File: config.mk
export PLATFORM = sky130hd
export DESIGN_NAME = ctpd_queue
export DESIGN_NICKNAME = d
export VERILOG_FILES = /design/src/sv/ctpd_pkg.sv /design/src/sv/ctpd_queue.sv
export SDC_FILE = /design/constraint.sdc
export NUM_CORES = 1
export LEC_CHECK = 0
export BUFFER_PORTS_ARGS = -buffer_cell sky130_fd_sc_hd__buf_2
export CAP_MARGIN = 30
export CORE_MARGIN = 2
export CORE_UTILIZATION = 30
export DETAILED_ROUTE_END_ITERATION = 6
export SYNTH_ARGS = -nofsm -noshare
export SYNTH_HDL_FRONTEND = slang
export SYNTH_SLANG_ARGS = --single-unit
File: constraint.sdc
create_clock -name clk -period 13.1 [get_ports clk]
set_input_delay 1.965 -clock clk [delete_from_list [all_inputs] [get_ports clk]]
set_output_delay 1.965 -clock clk [all_outputs]
set_load 0.03 [all_outputs]
File: src/sv/ctpd_pkg.sv
// ctpd_pkg: shared types, constants and tables for cartesian_to_polar_degrees
// no dependencies
`timescale 1ns / 1ps
package ctpd_pkg;

  localparam int ANGLE_ITERATIONS_DEF = 20;
  localparam int DW = 64;
  localparam int ZW = 34;
  localparam int SQW = 64;
  localparam int RSTEPS = 32;
  localparam logic [ZW-1:0] PI_Q30 = 34'd3373259426;
  localparam logic [29:0] DEG_Q24 = 30'd961263669;
  localparam int QDEPTH = 4;

  typedef struct packed {
    logic signed [31:0] x_coord;
    logic signed [31:0] y_coord;
  } in_item_t;

  typedef struct packed {
    logic [31:0]        radius;
    logic signed [19:0] angle_radians;
    logic [8:0]         angle_degrees;
  } out_item_t;

  // classified item handed from front to back
  typedef struct packed {
    logic            zero;
    logic            xneg;
    logic [31:0]     ax;
    logic signed [31:0] y;
    logic [SQW-1:0]  sq;
  } cls_item_t;

  function automatic logic [ZW-1:0] atan_q30(input logic [5:0] i);
    logic [ZW-1:0] v;
    begin
      case (i)
        6'd0: v = 34'd843314857;
        6'd1: v = 34'd497837829;
        6'd2: v = 34'd263043837;
        6'd3: v = 34'd133525159;
        6'd4: v = 34'd67021687;
        6'd5: v = 34'd33543516;
        6'd6: v = 34'd16775851;
        6'd7: v = 34'd8388437;
        6'd8: v = 34'd4194283;
        6'd9: v = 34'd2097149;
        6'd10: v = 34'd1048576;
        default: v = (i <= 6'd30) ? (34'd1 << (6'd30 - i)) : 34'd0;
      endcase
      return v;
    end
  endfunction

endpackage

File: src/sv/ctpd_queue.sv
// ctpd_queue: short fifo between front and back
// depends on ctpd_pkg
`timescale 1ns / 1ps
module ctpd_queue (
  input  logic                clk,
  input  logic                rst,
  input  logic                wr_valid,
  input  ctpd_pkg::cls_item_t wr_item,
  output logic                wr_ready,
  output logic                rd_valid,
  output ctpd_pkg::cls_item_t rd_item,
  input  logic                rd_ready
);

  localparam int AW = $clog2(ctpd_pkg::QDEPTH);
  ctpd_pkg::cls_item_t mem [ctpd_pkg::QDEPTH];
  logic [AW-1:0] wp;
  logic [AW-1:0] rp;
  logic [AW:0]   cnt;
  logic          wr;
  logic          rd;

  assign wr_ready = (cnt != (AW+1)'(ctpd_pkg::QDEPTH)) || rd_ready;
  assign rd_valid = cnt != '0;
  assign rd_item = mem[rp];
  assign wr = wr_valid && wr_ready;
  assign rd = rd_valid && rd_ready;

  always_ff @(posedge clk) begin
    if (rst) begin
      wp <= '0;
      rp <= '0;
      cnt <= '0;
    end else begin
      if (wr) wp <= wp + 1'b1;
      if (rd) rp <= rp + 1'b1;
      cnt <= cnt + (AW+1)'(wr) - (AW+1)'(rd);
    end
    if (wr) mem[wp] <= wr_item;
  end

`ifndef ASSERT_OFF
  a_no_over: assert property (@(posedge clk) disable iff (rst)
    cnt == (AW+1)'(ctpd_pkg::QDEPTH) && !rd_ready |-> !wr)
    else $error("queue overflow");
  a_cnt_rng: assert property (@(posedge clk) disable iff (rst)
    cnt <= (AW+1)'(ctpd_pkg::QDEPTH))
    else $error("queue count out of range");
  a_empty: assert property (@(posedge clk) disable iff (rst)
    cnt == '0 |-> !rd)
    else $error("read from empty queue");
`endif

endmodule

==> results_dict.tcl <==
set metrics [dict create \
    status "complete, no violations" \
    leakage_nw 7.76 \
    final_nets 1175 \
    fmax_mhz 182 \
    max-cap-violations 0 \
    cts_resized 0 \
    grt_antenna_before_repair 8 \
    drive_gt1_frac 0.472 \
    min_from "wp[0]" \
    synth_area_leaders "edfxtp_1, mux4_2, dfxtp_1, buf_4, ha_1" \
    grt_pass1_wl_um 60100 \
    worstReg2RegEnd "mem[2][80]" \
    ys_ff_latch 529 \
    synth-seq-area-share 0.824 \
    internal_power_mw 3.48 \
    cp_max_fo 41 \
    postCtsSetupBuffers 0 \
    p_per_area_mw_per_mm2 210 \
    drtIter0Drc 520 \
    clk_pin_slew_worst_paths_ps 60 \
    grt_max_degree 60 \
    crit_path_end_kind "output pin" \
    avgViaCountPerCell 4.49 \
    final_max_slew_viol_count 0 \
    cts_buffers 56 \
    worstSkewPairLatency_ps 590 \
    routabilityCongestion 0.722 \
    final.setup.tns_ps 0 \
    yosys.area.top_type "edfxtp_1" \
    p_comb_frac 0.241 \
    p_sw_frac 0.295 \
    cp_slowest_cell "buf_4" \
    peakVddDrop_mv 0.147 \
    hold_end "wp[0]" \
    die-width_um 257 \
    synth_top_area_share 0.814 \
    rows 92 \
    drt-total-wl_um 39800 \
    cts-root-buf "clkbuf_16" \
    crit_buf_inv 3 \
    clockBufferDepth 3 \
    rsz0062_at_grt "false" \
    seq_power_share 0.417 \
    finalSetupViolations 0 \
    num_vias 8679 \
    finalCriticalPeriod_ps 5490 \
    path_cells "buf_4 -> buf_4 -> mux4_2 -> buf_2" \
    numPortBuffers 265 \
    ant_nets 0 \
    synthTopCellsByCount "edfxtp_1, mux4_2, buf_1, buf_4, dfxtp_1" \
    r2r_start "cnt[1]" \
    syn-num-nets 869 \
    flow.area_growth_from_synthesis_pct 22.8 \
    syn_area_mm2 0.0192 \
    hpwl_um 23400 \
    max_stage_delay_ps 800 \
    switchingPower_mw 1.46 \
    crit_path_frequent_cell "buf_4" \
    cp.arrival_ps 3530 \
    fp.dieArea_mm2 0.0660 \
    slew_headroom 0.369 \
    die_h_um 257 \
    start_util 0.304 \
    rr_worst_depth 3 \
    cts_sinks 529 \
    num_io_pins 266 \
    ys_warn_count 0 \
    dr.pass1.iters 4 \
    finalCritPeriodShare 0.419 \
    worstHoldPathType "reg2reg" \
    min_delay_path_depth 2 \
    drc 0 \
    clkPwrFrac 0.341 \
    synthArstFlopShare 0 \
    grt.total_usage 0.121 \
    critical_path_class "reg2out" \
    worst_pin_slew_ps 946 \
    cts_max_level 2 \
    grt_pass1_vias 9543 \
    synth_edf_count 520 \
    final_util 0.373 \
    routedWlPerCell_um 20.6 \
    ys.flop_type "edfxtp_1" \
    synth_cell_types 28 \
    tritoncts "built" \
    yosysMostFrequentCell "edfxtp_1" \
    synthCells 728 \
    grt-ovfl-total 0 \
    skew_ps 8.41 \
    core_area_mm2 0.0631 \
    critPathTopFamily "buffers and inverters" \
    cp-start-kind "register" \
    hold_viol 0 \
    synth_area_per_cell_um2 26.3 \
    worst-r2r-setup-slack_ps 10320 \
    required_ps 11140 \
    hold_buffers 0 \
]
==> how the worst max path moves through the flow <==
stage | depth (start not counted) | end | slack, ps | from
after floorplan | 3 | mem[1][0] | 7230 | rd_ready
after global placement | 4 | rd_item[87] | 8070 | register
after detailed placement | 4 | rd_item[87] | 8030 | register
after CTS | 4 | rd_item[87] | 7360 | register
after global routing | 4 | rd_item[87] | 7230 | register
final | 4 | rd_item[87] | 7610 | register
==> power groups by stage <==
stage / logic (mW) / registers [mW] / clock network [mW]
detailed placement: 1.22 / 2.10 / 0
global placement: 1.21 / 2.09 / 0
global route: 1.27 / 2.08 / 1.80
floorplan: 0.897 / 2.07 / 0
CTS: 1.22 / 2.07 / 1.74
finish: 1.19 / 2.06 / 1.69
==> worst min-delay path, delay by kind of cell, from the launching register on <==
kind            cells  cell delay [ps]
compound gates      1               50
flops               1              350
simple gates        1               90
==> routing by layer <==
layer,track usage,up-vias,wire (um)
met3,0.0377,73,2740
met5,0,-,53
met1,0.159,4575,17300
met4,0.0373,8,939
li1,-,3768,-
met2,0.190,255,18800
==> placed cells by master, fill, tap and decap left out, types with 2 or more instances in the layout <==
cell type / Yosys / routed
mux4_2: 130 / 130
clkinv_1: 0 / 9
edfxtp_1: 520 / 520
buf_2: 6 / 265
diode_2: 0 / 4
clkbuf_16: 0 / 57
buf_4: 10 / 13
and3_4: 0 / 4
xor2_1: 2 / 2
inv_6: 0 / 4
ha_1: 6 / 6
clkinvlp_4: 0 / 4
nor2_1: 6 / 6
inv_1: 5 / 5
clkinv_4: 0 / 3
clkinv_2: 0 / 12
bufinv_16: 0 / 12
dfxtp_1: 9 / 7
dfxtp_4: 0 / 2
clkbuf_1: 5 / 5
==> kinds of logic after synthesis <==
kind of cell | count (synthesis) | share of synthesized area
buffers and inverters | 36 | 0.00940
AOI/OAI and AO/OA | 4 | 0.00189
and+or+nand+nor | 19 | 0.00600
DFF | 529 | 0.824
xor gates and xnor gates | 3 | 0.00137
muxes | 130 | 0.153
adders and majority gates | 7 | 0.00496
==> through the flow <==
stage               instance area (um^2)  hold WS [ps]  total power [mW]  instances  setup WS (ps)
floorplan                          19200           485              2.97        728           7230
global placement                   21500           498              3.30       1821           8070
detailed placement                 21500           513              3.32       1821           8030
CTS                                23500           532              5.03       1927           7360
global route                       23500           574              5.15       1931           7230
finish                             23500           531              4.94       1932           7610
==> cell type report <==
| type | instances | area [um^2] |
|---|---|---|
| timing repair buffer | 279 | 1450 |
| multi-input combinational | 163 | 3220 |
| fill | 5799 | 39500 |
| antenna | 4 | 10.0 |
| inverter | 5 | 18.8 |
| sequential | 529 | 15800 |
| tap | 846 | 1060 |
| clock buffer | 62 | 1450 |
| clock inverter | 44 | 546 |
==> registers in the layout (all words and copies together), names as in the netlist, named ones only <==
register / flops
cnt: 3
mem: 520
rp: 2
wp: 2
Note: power is estimated with default switching activity, not from simulation.
